<file path="config.mk">
export PLATFORM = sky130hd
export DESIGN_NAME = bfie_sequencer
export DESIGN_NICKNAME = d
export VERILOG_FILES = /design/src/design/bf_instruction_executor_assert.svh /design/src/design/bfie_pkg.sv /design/src/design/bfie_sequencer.sv
export SDC_FILE = /design/constraint.sdc
export NUM_CORES = 1
export LEC_CHECK = 0
export BUFFER_PORTS_ARGS = -buffer_cell sky130_fd_sc_hd__clkbuf_2
export CORE_UTILIZATION = 50
export CTS_CLUSTER_SIZE = 16
export DETAILED_ROUTE_END_ITERATION = 6
export PLACE_DENSITY_LB_ADDON = 0.12
export SETUP_SLACK_MARGIN = 0.15
export SLEW_MARGIN = 20
export SYNTH_ARGS = -nofsm -noshare
export SYNTH_HDL_FRONTEND = slang
export SYNTH_SLANG_ARGS = --single-unit
</file>
<file path="constraint.sdc">
create_clock -name i_clk -period 2.3 [get_ports i_clk]
set_input_delay 0.23 -clock i_clk [delete_from_list [all_inputs] [get_ports i_clk]]
set_output_delay 0.23 -clock i_clk [all_outputs]
set_load 0.01 [all_outputs]
</file>
<file path="src/design/bf_instruction_executor_assert.svh">
// Assertion macros used by the executor's datapath.
`ifndef BF_INSTRUCTION_EXECUTOR_ASSERT_SVH
`define BF_INSTRUCTION_EXECUTOR_ASSERT_SVH

// Check an invariant on every clock edge outside reset.
`define BFIE_ASSERT(label, prop, msg) \
    label: assert property (@(posedge i_clk) disable iff (!i_rst_n) (prop)) \
        else $error(msg);

// Check that a condition implies another in the same cycle.
`define BFIE_ASSERT_IMPLY(label, pre, post, msg) \
    label: assert property (@(posedge i_clk) disable iff (!i_rst_n) (pre) |-> (post)) \
        else $error(msg);

// Check that a condition implies another in the next cycle.
`define BFIE_ASSERT_NEXT(label, pre, post, msg) \
    label: assert property (@(posedge i_clk) disable iff (!i_rst_n) (pre) |=> (post)) \
        else $error(msg);

`endif

</file>
<file path="src/design/bfie_pkg.sv">
// Package: sizes, character codes, microcode format and control ROM of the executor.
`timescale 1ns / 1ps

package bfie_pkg;

    localparam int PROG_DEPTH = 4096;
    localparam int TAPE_DEPTH = 8192;
    localparam int PA_W       = $clog2(PROG_DEPTH);
    localparam int PC_W       = $clog2(PROG_DEPTH + 1);
    localparam int TA_W       = $clog2(TAPE_DEPTH);
    localparam int BYTE_W     = 8;
    localparam int STATUS_W   = 2;
    localparam int PC_OUT_W   = 13;

    localparam logic [BYTE_W-1:0] CH_RIGHT = 8'h3E;
    localparam logic [BYTE_W-1:0] CH_LEFT  = 8'h3C;
    localparam logic [BYTE_W-1:0] CH_INC   = 8'h2B;
    localparam logic [BYTE_W-1:0] CH_DEC   = 8'h2D;
    localparam logic [BYTE_W-1:0] CH_OUT   = 8'h2E;
    localparam logic [BYTE_W-1:0] CH_IN    = 8'h2C;
    localparam logic [BYTE_W-1:0] CH_OPEN  = 8'h5B;
    localparam logic [BYTE_W-1:0] CH_CLOSE = 8'h5D;

    localparam logic OPC_LOAD = 1'b0;
    localparam logic OPC_STEP = 1'b1;

    typedef enum logic [STATUS_W-1:0] {
        STAT_OK        = 2'd0,
        STAT_FULL      = 2'd1,
        STAT_UNMATCHED = 2'd2
    } t_status;

    typedef enum logic [2:0] {
        ACT_NONE,
        ACT_EXEC,
        ACT_ADV,
        ACT_NEST,
        ACT_JUMP,
        ACT_FAIL,
        ACT_LOAD,
        ACT_CLEAR
    } t_act;

    typedef enum logic [3:0] {
        C_ALWAYS,
        C_REQ,
        C_LOAD,
        C_HALTED,
        C_NO_SCAN,
        C_EDGE,
        C_NEST_LIVE,
        C_OUT_FREE,
        C_CLR_LAST
    } t_cond;

    typedef logic [3:0] t_step;

    localparam t_step ST_IDLE   = 4'd0;
    localparam t_step ST_DECODE = 4'd1;
    localparam t_step ST_CHECK  = 4'd2;
    localparam t_step ST_EXEC   = 4'd3;
    localparam t_step ST_ADV    = 4'd4;
    localparam t_step ST_FETCH  = 4'd5;
    localparam t_step ST_CMP    = 4'd6;
    localparam t_step ST_FOUND  = 4'd7;
    localparam t_step ST_FAIL   = 4'd8;
    localparam t_step ST_REPLY  = 4'd9;
    localparam t_step ST_LOAD   = 4'd10;
    localparam t_step ST_CLEAR  = 4'd11;

    typedef struct packed {
        logic rdy;
        logic addr_pos;
        logic reply;
        t_act act;
    } t_ctrl;

    typedef struct packed {
        t_ctrl ctrl;
        t_cond cond;
        logic  hold;
        t_step tgt;
    } t_uword;

    typedef struct packed {
        logic is_load;
        logic halted;
        logic no_scan;
        logic at_edge;
        logic nest_live;
        logic clr_last;
    } t_flags;

    typedef struct packed {
        logic [BYTE_W-1:0]   out_byte;
        logic                out_valid;
        logic                input_used;
        logic                halted;
        t_status             status;
        logic [PC_OUT_W-1:0] prog_counter;
    } t_result;

    function automatic t_uword uw(input logic rdy, input logic apos, input logic reply,
                                  input t_act act, input t_cond cond, input logic hold,
                                  input t_step tgt);
        t_uword w;
        w.ctrl.rdy      = rdy;
        w.ctrl.addr_pos = apos;
        w.ctrl.reply    = reply;
        w.ctrl.act      = act;
        w.cond          = cond;
        w.hold          = hold;
        w.tgt           = tgt;
        return w;
    endfunction

    // Control ROM: jump to tgt when cond holds, else hold or advance one step.
    function automatic t_uword ucode(input t_step s);
        t_uword w;
        unique case (s)
            ST_IDLE:   w = uw(1'b1, 1'b0, 1'b0, ACT_NONE,  C_REQ,       1'b1, ST_DECODE);
            ST_DECODE: w = uw(1'b0, 1'b0, 1'b0, ACT_NONE,  C_LOAD,      1'b0, ST_LOAD);
            ST_CHECK:  w = uw(1'b0, 1'b0, 1'b0, ACT_NONE,  C_HALTED,    1'b0, ST_REPLY);
            ST_EXEC:   w = uw(1'b0, 1'b0, 1'b0, ACT_EXEC,  C_NO_SCAN,   1'b0, ST_REPLY);
            ST_ADV:    w = uw(1'b0, 1'b1, 1'b0, ACT_ADV,   C_EDGE,      1'b0, ST_FAIL);
            ST_FETCH:  w = uw(1'b0, 1'b1, 1'b0, ACT_NONE,  C_ALWAYS,    1'b0, ST_CMP);
            ST_CMP:    w = uw(1'b0, 1'b1, 1'b0, ACT_NEST,  C_NEST_LIVE, 1'b0, ST_ADV);
            ST_FOUND:  w = uw(1'b0, 1'b0, 1'b0, ACT_JUMP,  C_ALWAYS,    1'b0, ST_REPLY);
            ST_FAIL:   w = uw(1'b0, 1'b0, 1'b0, ACT_FAIL,  C_ALWAYS,    1'b0, ST_REPLY);
            ST_REPLY:  w = uw(1'b0, 1'b0, 1'b1, ACT_NONE,  C_OUT_FREE,  1'b1, ST_IDLE);
            ST_LOAD:   w = uw(1'b0, 1'b0, 1'b0, ACT_LOAD,  C_ALWAYS,    1'b0, ST_REPLY);
            ST_CLEAR:  w = uw(1'b0, 1'b0, 1'b0, ACT_CLEAR, C_CLR_LAST,  1'b1, ST_IDLE);
            default:   w = uw(1'b0, 1'b0, 1'b0, ACT_NONE,  C_ALWAYS,    1'b0, ST_IDLE);
        endcase
        return w;
    endfunction

endpackage

</file>
<file path="src/design/bfie_sequencer.sv">
// Sequencer: step counter, control ROM lookup and conditional jumps.
`timescale 1ns / 1ps

module bfie_sequencer (
    input  logic             i_clk,
    input  logic             i_rst_n,
    input  logic             i_req_valid,
    input  logic             i_out_free,
    input  bfie_pkg::t_flags i_flags,
    output bfie_pkg::t_ctrl  o_ctrl
);
    import bfie_pkg::*;

    t_step  r_step;
    t_step  n_step;
    t_uword w_word;
    logic   w_take;

    assign w_word = ucode(r_step);
    assign o_ctrl = w_word.ctrl;

    always_comb begin
        unique case (w_word.cond)
            C_ALWAYS:    w_take = 1'b1;
            C_REQ:       w_take = i_req_valid;
            C_LOAD:      w_take = i_flags.is_load;
            C_HALTED:    w_take = i_flags.halted;
            C_NO_SCAN:   w_take = i_flags.no_scan;
            C_EDGE:      w_take = i_flags.at_edge;
            C_NEST_LIVE: w_take = i_flags.nest_live;
            C_OUT_FREE:  w_take = i_out_free;
            C_CLR_LAST:  w_take = i_flags.clr_last;
            default:     w_take = 1'b0;
        endcase
    end

    always_comb begin
        if (w_take) begin
            n_step = w_word.tgt;
        end else if (w_word.hold) begin
            n_step = r_step;
        end else begin
            n_step = t_step'(r_step + 4'd1);
        end
    end

    // Start with the tape clearing pass.
    always_ff @(posedge i_clk) begin
        if (!i_rst_n) begin
            r_step <= ST_CLEAR;
        end else begin
            r_step <= n_step;
        end
    end

endmodule

</file>
### After elaboration in Yosys (flattened, before gate mapping)

Memory sizes are Yosys's and may differ from the RTL's. A register that Yosys moved wholly into a read port is not among the register bits.
Cells that the tools add are included.
W data, S select, Z words.

* register bits after elaboration: 4
* bits in latches: 0
* bits in writable memories: 0
* ROM bits: 240
* input bits: 10
* output and inout bits: 6
* logic and storage cells: 18
* memories: 1

* add/subtract/negate cells: 1
* multipliers: 0
* divide/modulo/power cells: 0
* magnitude comparators: 0
* equality and inequality tests: 9
* shift-type cells: 0
* muxes and demuxes: 5
* bitwise gates (word level): 0
* reductions and logical operators: 1

Memories
* (name not given): depth 16, bits a word 15, read ports 1, clocked after memory_dff 1, wr ports 0, RTL line bfie_pkg.sv:120 `unique case (s)`

Operators by type and width (number)
* $eq A4 B3 Y1 const B: 4
* $mux W4: 4
* $pmux W1 S9: 1
* $eq A4 B2 Y1 const B: 2
* $add A4 B1 Y4 const B: 1
* $eq A4 B1 Y1 const B: 1
* $eq A4 B4 Y1 const B: 1
* $logic_not A4 Y1: 1
* $ne A2 B1 Y1 const B: 1

### Longest topological paths before layout

Gate-level depths: netlist of the first run.

* depth after elaboration: 5
* depth in mapped cells: 12
* mapped depth without buffers: 10

### Worst setup path after synthesis of the first run

OpenSTA, ideal clock, no wires.

* path type: flip-flop to flip-flop
* start point: register w_word[7] (netlist name)
* end point: register w_word[3] (netlist name)
* library setup time: 0.126 ns
* arrival time: 2.013 ns
* required time: 2.174 ns
* path slack: 0.161 ns
* cell stages (with the launch flop): 11
* path buffers: 2
* period minus slack after synthesis: 2.139 ns
* path through: dfxtp_1 > buf_6 > nor4b_2 > a311oi_1 > o21a_1 > buf_6 > mux2_2 > ha_1 > inv_1 > o21ai_1 > mux2i_1

* cells in the longest elaborated chain, start to end: 5
* elaborated cells on any way between the ends: 14
* classes of those cells: 9 x eq/ne; 4 x mux; 1 x reduce/logical

Ends and longest elaborated chain
* $eq A4 B4 Y1, or another cell as far along: RTL line bfie_sequencer.sv:23 `unique case (w_word.cond)`
* $pmux W1 S9 (*): RTL line bfie_sequencer.sv:23
* $ne A2 B1 Y1 (no line) or $mux W4 (tied branches)
* $mux W4 (no line) (*) (2 in a row)

Every way passes the cells marked *; elsewhere a longest branch is shown, timed or not.
A chain may end at the register's enable or synchronous reset.

### Worst setup path in the final report of the first run

* start point: register w_word[7] (netlist name)
* end point: register w_word[3] (netlist name)

* cells in the longest elaborated chain, start to end: 5
* elaborated cells on any way between the ends: 14
* classes of those cells: 9 x eq/ne; 4 x mux; 1 x reduce/logical

Ends and longest elaborated chain (RTL line)
* $eq A4 B4 Y1, or another cell as far along: bfie_sequencer.sv:23
* $pmux W1 S9 (*): bfie_sequencer.sv:23
* $ne A2 B1 Y1 (no line) or $mux W4 (tied branches)
* $mux W4 (no line) (*) (2 in a row)

Marks and branches as above.

==> impl_metrics.ini, run 1 <==
[sta]
fmax_mhz = 458.6
rsz0062_at_grt = true
finalClockSkew_ns = 0.002771
tightest_slew_ns = 0.3277
fin_ws_ns = 0.1197
timing.final.crit_share = 0.9480
period_needed_ns = 2.180
setup_viol = 0
max_slew_margin = 0.7812
hold_viol_final = 0
fin_setup_tns_ns = 0
slew_violations = 0

[place]
portBuffers = 15
place_hpwl_um = 1734
dp_cells = 158
gp_congestion = 0.8332
pre_cts_ws_ns = 0.05002

[finish]
area_delta_synth_final_pct = 18.18
finalNetCount = 153
drive_gt1_frac = 0.3986
diodes = 0
regArea_um2 = 389.1
fillers = 168
multi_input_area_um2 = 728.2
instances_no_fill = 166

[yosys]
async_flop_share = 0
yosys.area_share.xor_xnor = 0.03030
muxShareOfSynthArea = 0.1526
ys_seq_area_frac = 0.3290
synth_simple_gate_area_frac = 0.2067
yosys_warnings = 0
synth_top_family_by_area = simple AND/OR/NAND/NOR gates
synth.avg_cell_area_um2 = 9.476
synth-adder-area-share = 0.04329
yosys_most_used_dff = dfxtp_1
synth.net_count = 136
netlist_instances = 122
yosysUniqueCellTypes = 46
synth_edf_count = 0
synth-compound-area-share = 0.1169
synth_area_um2 = 1156
ys_ff_latch = 19

[worst_setup_path]
end_kind = register
worstPathRequired_ns = 2.50
cp_max_fo = 5
reg2reg_slack_ns = 0.12
reg2reg_to = w_word[3]
arrival_ns = 2.38
worstSetupStartpointType = register
worstPathCellList = mux2i_2 > a311oi_2 > o21ai_2 > mux2i_1 > and2_4 > inv_1 > ha_4 > inv_1 > o21ai_1 > mux2i_1
cp_slowest_stage_delay_ns = 0.41
worst-setup-path-type = register to register
timing.rr.start = w_word[7]
reg2reg_depth = 10
crit_slowest_cell = dfxtp_4

[clocking]
clkLatencyLatePin_ns = 0.31
clockRootBuffer = clkbuf_4
cts_max_path_buffers = 2
clkTransAtPathRegs_ns = 0.11
cts-buffers-inserted = 3
cts_hold_buf = 0
cts_tree = done
htreeDepth = 1
clock_sink_count = 19

[floorplan]
start_util = 0.5277
rows = 17
core-area_um2 = 2191
die_height_um = 50.09
fp.dieW_um = 50.09
io-pin-count = 16
die_area_um2 = 2509

[flow_run]
maxCapViolCount = 0

[global_routing]
grt_pass1_wl_um = 3967
grt_pass1_vias = 892
grt_max_degree = 17
grt_usage = 0.2122
antenna_found_initial = 0
grt_overflow = 0

[power]
total_power_w = 0.002309
power_density_nw_per_um2 = 1690
p_leak_nw = 0.5634
ir_worst_vdd_uv = 893.6

[drt]
initialDrtViolationCount = 20
first_pass_iters = 4
wl_per_cell_um = 14.60
drt.antenna.violating_nets = 0
drc = 0
vias = 964
vias_per_cell = 5.807
wirelength_um = 2423

[worst_hold_path]
hp-start = i_rst_n
hold_depth = 2
hold_path.class = primary input to register
hold_end = w_word[10]

[status]
status = complete, no violations
## layer usage
layer | track usage | vias to the layer above | part of all wire
met4 | 0.1000 | 0 | 0.021
met5 | 0 | - | 0
met1 | 0.2552 | 458 | 0.44
met2 | 0.3667 | 40 | 0.49
met3 | 0.02778 | 7 | 0.054
li1 | - | 459 | -
## worst max path at each step
stage | from | end | depth (start not counted)
after floorplan | w_word[7] | w_word[3] | 10
after global placement | w_word[5] | w_word[3] | 8
after detailed placement | w_word[7] | w_word[3] | 8
after CTS | w_word[5] | w_word[9] | 7
after global routing | w_word[7] | w_word[3] | 10
final | w_word[7] | w_word[3] | 10
## logic make-up after synthesis
kind of cell             count (synthesis)
buffers and inverters                   21
multiplexers                            15
XOR/XNOR                                 4
AO/OA/AOI/OAI                           18
AND/OR/NAND/NOR                         41
adder cells (fa/ha/maj)                  4
flip-flops                              19
## where the power goes
group	switching [W]	internal, W	leakage [nW]
registers	0.000132	0.000481	0.159
clock network	0.000106	0.0000650	0.0177
logic	0.000747	0.000778	0.387
## repair_timing
action                     4_1_cts  5_1_grt
hold endpoints to repair         0        0
setup endpoints to repair        4        7
setup buffers                    2        2
pin swaps                        2        8
resized for setup                4       19
## area by class of cell
class	count	share of cell area
multi-input cells	82	0.5330
inverters	8	0.02381
clock inverters	1	0.003663
repair buffers	25	0.1126
well taps	28	0.02564
flip-flops and latches	19	0.2848
clock buffers	3	0.01648
## cells in the mapped netlist (3+ instances only)
library cell | n | share of area
mux2i_1 | 9 | 0.078
mux2_2 | 3 | 0.029
dfxtp_1 | 19 | 0.33
nor2_1 | 8 | 0.026
nand2_1 | 5 | 0.016
nand3b_1 | 3 | 0.019
buf_4 | 6 | 0.039
o21ai_0 | 3 | 0.013
ha_1 | 4 | 0.043
nand2b_1 | 4 | 0.022
inv_1 | 6 | 0.019
nor3_1 | 5 | 0.022
o21ai_1 | 3 | 0.013
xnor2_1 | 3 | 0.023
## state kept, by name, summed over array words and instances, names as in the netlist
signal / count
w_word: 15
r_step: 4
## metrics by stage
stage / utilization / cell area (µm²) / hold slack [ns]
final: 0.6236 / 1366 / 0.3006
after global routing: 0.6236 / 1366 / 0.2921
after CTS: 0.5740 / 1257 / 0.2807
after detailed placement: 0.5483 / 1201 / 0.5887
after global placement: 0.5483 / 1201 / 0.5849
after floorplan: - / 1156 / 0.4475
## critical path: cells and delay by family, from the launching register on
family | cells | cell delay (ns)
buffers and inverters | 2 | 0.14
AO/OA/AOI/OAI | 3 | 0.49
multiplexers | 3 | 0.54
adder cells (fa/ha/maj) | 1 | 0.28
AND/OR/NAND/NOR | 1 | 0.21
flip-flops | 1 | 0.41
## layout by cell type (no fill, tap or decap), types with 4 or more instances in the layout
cell / synthesis / routed
dfxtp_1: 19 / 16
nand2_1: 5 / 5
nor3_1: 5 / 5
nand2b_1: 4 / 4
buf_4: 6 / 9
mux2_4: 2 / 4
nor2_1: 8 / 8
inv_1: 6 / 6
clkbuf_2: 0 / 15
mux2i_1: 9 / 6
No activity file was read; power rests on OpenSTA's default activity.
==> inputs of run 2 (changes only) <==
--- a/config.mk
+++ b/config.mk
@@ -9,6 +9,7 @@
 export CORE_UTILIZATION = 50
 export CTS_CLUSTER_SIZE = 16
 export DETAILED_ROUTE_END_ITERATION = 6
+export MAX_ROUTING_LAYER = met4
 export PLACE_DENSITY_LB_ADDON = 0.12
 export SETUP_SLACK_MARGIN = 0.15
 export SLEW_MARGIN = 20
==> run 2 against run 1 <==
Effect of this change: register-to-register slack is essentially flat; setup slack gained 0.014 ns; combinational power is essentially flat; first-iteration DRC count is the same; non-clock buffer count is the same; clock skew grew 0.0039 ns; sequential power is essentially flat; via count grew 0.73%; clock power is essentially flat.
==> impl_metrics.ini, run 2 (synthesis results as in run 1) <==
[status]
status = complete, no violations

[sta]
finalClockSkew_ns = 0.006646
max_slew_margin = 0.7860
timing.final.crit_share = 0.9418
hold_viol_final = 0
slew_violations = 0
whs_ns = 0.3038
fmax_mhz = 461.7
tightest_slew_ns = 0.3206
rsz0062_at_grt = true
setup_viol = 0
period_needed_ns = 2.166
fin_setup_tns_ns = 0

[finish]
layout_commonest_cell = dfxtp_1
diodes = 0
finalNetCount = 153
drive_gt1_frac = 0.3986
largest_reg_flops = 15
postLayoutCoreUtil = 0.6236
area_delta_synth_final_pct = 18.18
final_cell_mix = dfxtp_1, clkbuf_2, buf_4

[drt]
drt.antenna.violating_nets = 0
first_pass_iters = 5
wl_per_cell_um = 14.90
vias_per_cell = 5.849
initialDrtViolationCount = 20
vias = 971
wirelength_um = 2474
drc = 0

[power]
pwr-share-clk = 0.075
seq_power_share = 0.265
switching_share = 0.4293
power_density_nw_per_um2 = 1701
net-switching-power_w = 0.0009977
combPwrFrac = 0.661
p_leak_nw = 0.5634
internal_power_w = 0.001326
ir_worst_vdd_uv = 902.7

[worst_hold_path]
hold_path.class = primary input to register
hold_end = w_word[10]
hp-start = i_rst_n
hold_depth = 2

[worst_setup_path]
worstSetupStartpointType = register
critical_path.top_delay_family = multiplexers
cp_max_fo = 5
cp_slowest_stage_delay_ns = 0.41
worstPathRequired_ns = 2.50
worst-setup-path-type = register to register
arrival_ns = 2.37
critical_path_buf_inv_count = 2
reg2reg_to = w_word[3]
reg2reg_depth = 10
reg2reg_slack_ns = 0.13
timing.rr.start = w_word[7]
end_kind = register
crit_slowest_cell = dfxtp_4
worstPathCellList = mux2i_2 > a311oi_2 > o21ai_2 > mux2i_1 > and2_4 > inv_1 > ha_4 > inv_1 > o21ai_1 > mux2i_1

[global_routing]
grt_pass1_vias = 889
grt_usage = 0.2208
antenna_found_initial = 0
grt_overflow = 0
grt_max_degree = 17
grt_pass1_wl_um = 3995

[place]
gp_congestion = 0.8459
portBuffers = 15
place_hpwl_um = 1734

[clocking]
cts-buffers-inserted = 3
clkLatencyLatePin_ns = 0.31
cts_hold_buf = 0
clock_sink_count = 19
clockRootBuffer = clkbuf_4
cts_max_path_buffers = 2
htreeDepth = 1
cts_tree = done
clkTransAtPathRegs_ns = 0.11

[floorplan]
fp.dieW_um = 50.09
die_area_um2 = 2509
start_util = 0.5277
io-pin-count = 16
die_height_um = 50.09
core-area_um2 = 2191
rows = 17

[flow_run]
maxCapViolCount = 0
==> run 2: routing by layer <==
metal / vias up / track usage / part of all wire
li1: 459 / - / -
met4: 0 / 0.1000 / 0.039
met2: 56 / 0.3689 / 0.47
met3: 13 / 0.03704 / 0.075
met5: - / - / 0
met1: 443 / 0.2552 / 0.42
==> run 2: cell type report <==
| class | count | area, µm² |
|---|---|---|
| fill | 168 | 824.5 |
| multi-input combinational | 82 | 728.2 |
| sequential | 19 | 389.1 |
| timing repair buffer | 25 | 153.9 |
| tap | 28 | 35.03 |
| inverter | 8 | 32.53 |
| clock buffer | 3 | 22.52 |
| clock inverter | 1 | 5.005 |
==> run 2: worst max-delay path by stage <==
stage	startpoint	to	slack (ns)	cells after the start
after floorplan	w_word[7]	w_word[3]	0.16	10
after global placement	w_word[5]	w_word[3]	0.09	8
after detailed placement	w_word[7]	w_word[3]	0.05	8
after CTS	w_word[5]	w_word[9]	0.15	7
after global routing	w_word[7]	w_word[3]	0.07	10
final	w_word[7]	w_word[3]	0.13	10
==> run 2: power groups by stage <==
stage | clock (W) | sequential, W | combinational (W)
floorplan | 0 | 0.000551 | 0.00105
global placement | 0 | 0.000600 | 0.00124
detailed placement | 0 | 0.000601 | 0.00124
CTS | 0.000180 | 0.000595 | 0.00132
global route | 0.000194 | 0.000633 | 0.00165
finish | 0.000174 | 0.000615 | 0.00154
==> run 2: metrics by stage <==
stage	power (W)	std cells	instance area [µm²]	worst slack, ns
CTS	0.002095	164	1257	0.1536
global placement	0.001837	158	1201	0.09166
global route	0.002481	166	1366	0.06536
finish	0.002324	166	1366	0.1339
detailed placement	0.001844	158	1201	0.05002
floorplan	0.001602	122	1156	0.1609
==> run 2: worst reg2reg max path, cell delays in order (launching register included) <==
cell and delay, ns:
dfxtp_4 0.41, mux2i_2 0.24, a311oi_2 0.14, o21ai_2 0.17
mux2i_1 0.21, and2_4 0.20, inv_1 0.10, ha_4 0.28
inv_1 0.05, o21ai_1 0.16, mux2i_1 0.09
==> run 2: repair_timing <==
action,4_1_cts,5_1_grt
setup buffers,2,2
pin swaps,2,8
endpoints found under the setup margin,4,7
resized for setup,4,19
hold endpoints to repair,0,0
==> inputs of run 3 (changes only) <==
--- a/config.mk
+++ b/config.mk
@@ -5,8 +5,9 @@
 export SDC_FILE = /design/constraint.sdc
 export NUM_CORES = 1
 export LEC_CHECK = 0
+export ABC_AREA = 1
 export BUFFER_PORTS_ARGS = -buffer_cell sky130_fd_sc_hd__clkbuf_2
-export CORE_UTILIZATION = 50
+export CORE_UTILIZATION = 49
 export CTS_CLUSTER_SIZE = 16
 export DETAILED_ROUTE_END_ITERATION = 6
 export MAX_ROUTING_LAYER = met4
==> run 3 against run 2 <==
Effect of this change: largest power group unchanged; critical path type unchanged; largest cell class unchanged; routed wire length is 24% lower; clock-buffer cell count stayed put; maximum frequency is 12% higher; cell count is 9.0% higher; global-route usage is 2.5 points lower; sequential share of layout area is 4.9 points higher; critical path depth is 6 higher; clock skew is 0.0044 ns lower; first-iteration DRC count is 55% lower.
==> impl_metrics.ini, run 3 <==
[finish]
instances_no_fill = 181
largest_reg_flops = 15
finalNetCount = 169
diodes = 0
fillers = 202
drive_gt1_frac = 0.2792
final_cell_mix = nand2_1, nand3_1, dfxtp_1
postLayoutCoreUtil = 0.5713
area_delta_synth_final_pct = 8.294
layout_commonest_cell = nand2_1

[drt]
wl_per_cell_um = 10.36
wirelength_um = 1875
initialDrtViolationCount = 9
drc = 0
vias_per_cell = 4.895
first_pass_iters = 5
drt.antenna.violating_nets = 0
vias = 886

[sta]
fin_setup_tns_ns = 0
hold_viol_final = 0
period_needed_ns = 1.928
tightest_slew_ns = 0.2574
rsz0062_at_grt = false
max_slew_margin = 0.8284
fmax_mhz = 518.7
finalClockSkew_ns = 0.002207
timing.final.crit_share = 0.8382
fin_ws_ns = 0.3722
slew_violations = 0
setup_viol = 0

[floorplan]
rows = 16
die_height_um = 48.43
die_area_um2 = 2345
io-pin-count = 16
start_util = 0.5275
core-area_um2 = 2002
fp.dieW_um = 48.43

[worst_hold_path]
hold_path.class = primary input to register
hold_depth = 2

[worst_setup_path]
cp_max_fo = 8
reg2reg_depth = 16
arrival_ns = 2.13
worstPathRequired_ns = 2.51
end_kind = register
worst-setup-path-type = register to register
worstSetupStartpointType = register

[place]
place_hpwl_um = 1475
pre_cts_ws_ns = 0.3359
gp_congestion = 0.8770
portBuffers = 15
dp_cells = 177

[global_routing]
grt_max_degree = 12
grt_pass1_wl_um = 3443
grt_pass1_vias = 835
grt_overflow = 0
grt_usage = 0.1955
antenna_found_initial = 0

[yosys]
synth_area_leader_cell = dfxtp_1
synth_area_um2 = 1056
yosys_most_used_dff = dfxtp_1
yosysMostFrequentCell = nand2_1
synth.avg_cell_area_um2 = 7.437
async_flop_share = 0
synth_edf_count = 0
synth_area_leaders = dfxtp_1, nand2_1, nand3_1
ys_ff_latch = 19
ys_seq_area_frac = 0.3602
netlist_top_cells_count = nand2_1, nand3_1, dfxtp_1
synth_top_area_frac = 0.3602
netlist_instances = 142
yosys_warnings = 0
synth.net_count = 156
yosysUniqueCellTypes = 22

[clocking]
clkLatencyLatePin_ns = 0.30
htreeDepth = 1
cts_tree = done
cts_hold_buf = 0
cts_max_path_buffers = 2
clockRootBuffer = clkbuf_4
clkTransAtPathRegs_ns = 0.10
post_cts_buffers = 0
cts-buffers-inserted = 3
clock_sink_count = 19
ctsResizeCount = 0

[power]
ir_worst_vdd_uv = 908.3
p_leak_nw = 0.6185
power_density_nw_per_um2 = 1718

[status]
status = complete, no violations

[flow_run]
maxCapViolCount = 0
[run 3: where the power goes]
group / total [W] / internal (W) / leakage (nW) / switching [W]
sequential: 0.000565 / 0.000483 / 0.158 / 0.0000822
combinational: 0.00123 / 0.000434 / 0.443 / 0.000799
clock: 0.000166 / 0.0000649 / 0.0177 / 0.000101
[run 3: cell type report]
type                    instances  area, µm²  area share
clock buffers                   3      22.52     0.01969
inverters                      19      71.32     0.06236
clock inverters                 1      5.005    0.004376
repair buffers                 15      75.07     0.06565
multi-input cells              97      554.3      0.4847
well taps                      27      33.78     0.02954
flip-flops and latches         19      381.6      0.3337
[run 3: final timing paths]
check	slack, ns	startpoint	endpoint
setup / recovery	0.37	w_word[7]	w_word[7]
hold / removal	0.28	i_rst_n	r_step[0]
setup reg to reg	0.37	w_word[7]	w_word[7]
hold reg to reg	0.59	r_step[1]	r_step[1]
[run 3: worst max-delay path, stage by stage, from the launching register on]
cell     delay, ns
dfxtp_2       0.38
inv_2         0.06
a21oi_2       0.12
nand3_1       0.10
nand2_2       0.09
nand2_4       0.07
nand2_4       0.11
nand2_1       0.06
nand2_1       0.09
nand3_2       0.17
ha_1          0.26
inv_1         0.06
nor2_1        0.04
nand2_1       0.07
nand2_1       0.05
inv_1         0.07
nand2_1       0.05
[run 3: layer usage]
layer | GRT usage | part of all wire | wire length, µm | vias to the layer above
li1 | - | - | - | 470
met3 | 0.03774 | 0.041 | 76 | 5
met1 | 0.2451 | 0.49 | 923 | 394
met4 | 0.1029 | 0.025 | 46 | 0
met2 | 0.2981 | 0.44 | 829 | 17
met5 | - | 0 | 0 | -
[run 3: cells by family after synthesis]
logic type | Yosys count | synth area share
buffers and inverters | 26 | 0.1149
and+or+nand+nor | 85 | 0.4301
DFF | 19 | 0.3602
adders and majority gates | 4 | 0.04740
AOI/OAI and AO/OA | 7 | 0.03910
xor gates and xnor gates | 1 | 0.008295
[run 3: per-stage QoR]
stage	instance area (µm²)	hold slack, ns	total power, W
detailed placement	1115	0.5766	0.001792
global placement	1115	0.5839	0.001789
finish	1144	0.2762	0.001964
CTS	1142	0.2714	0.001970
global route	1144	0.2769	0.002198
floorplan	1056	0.5217	0.001598
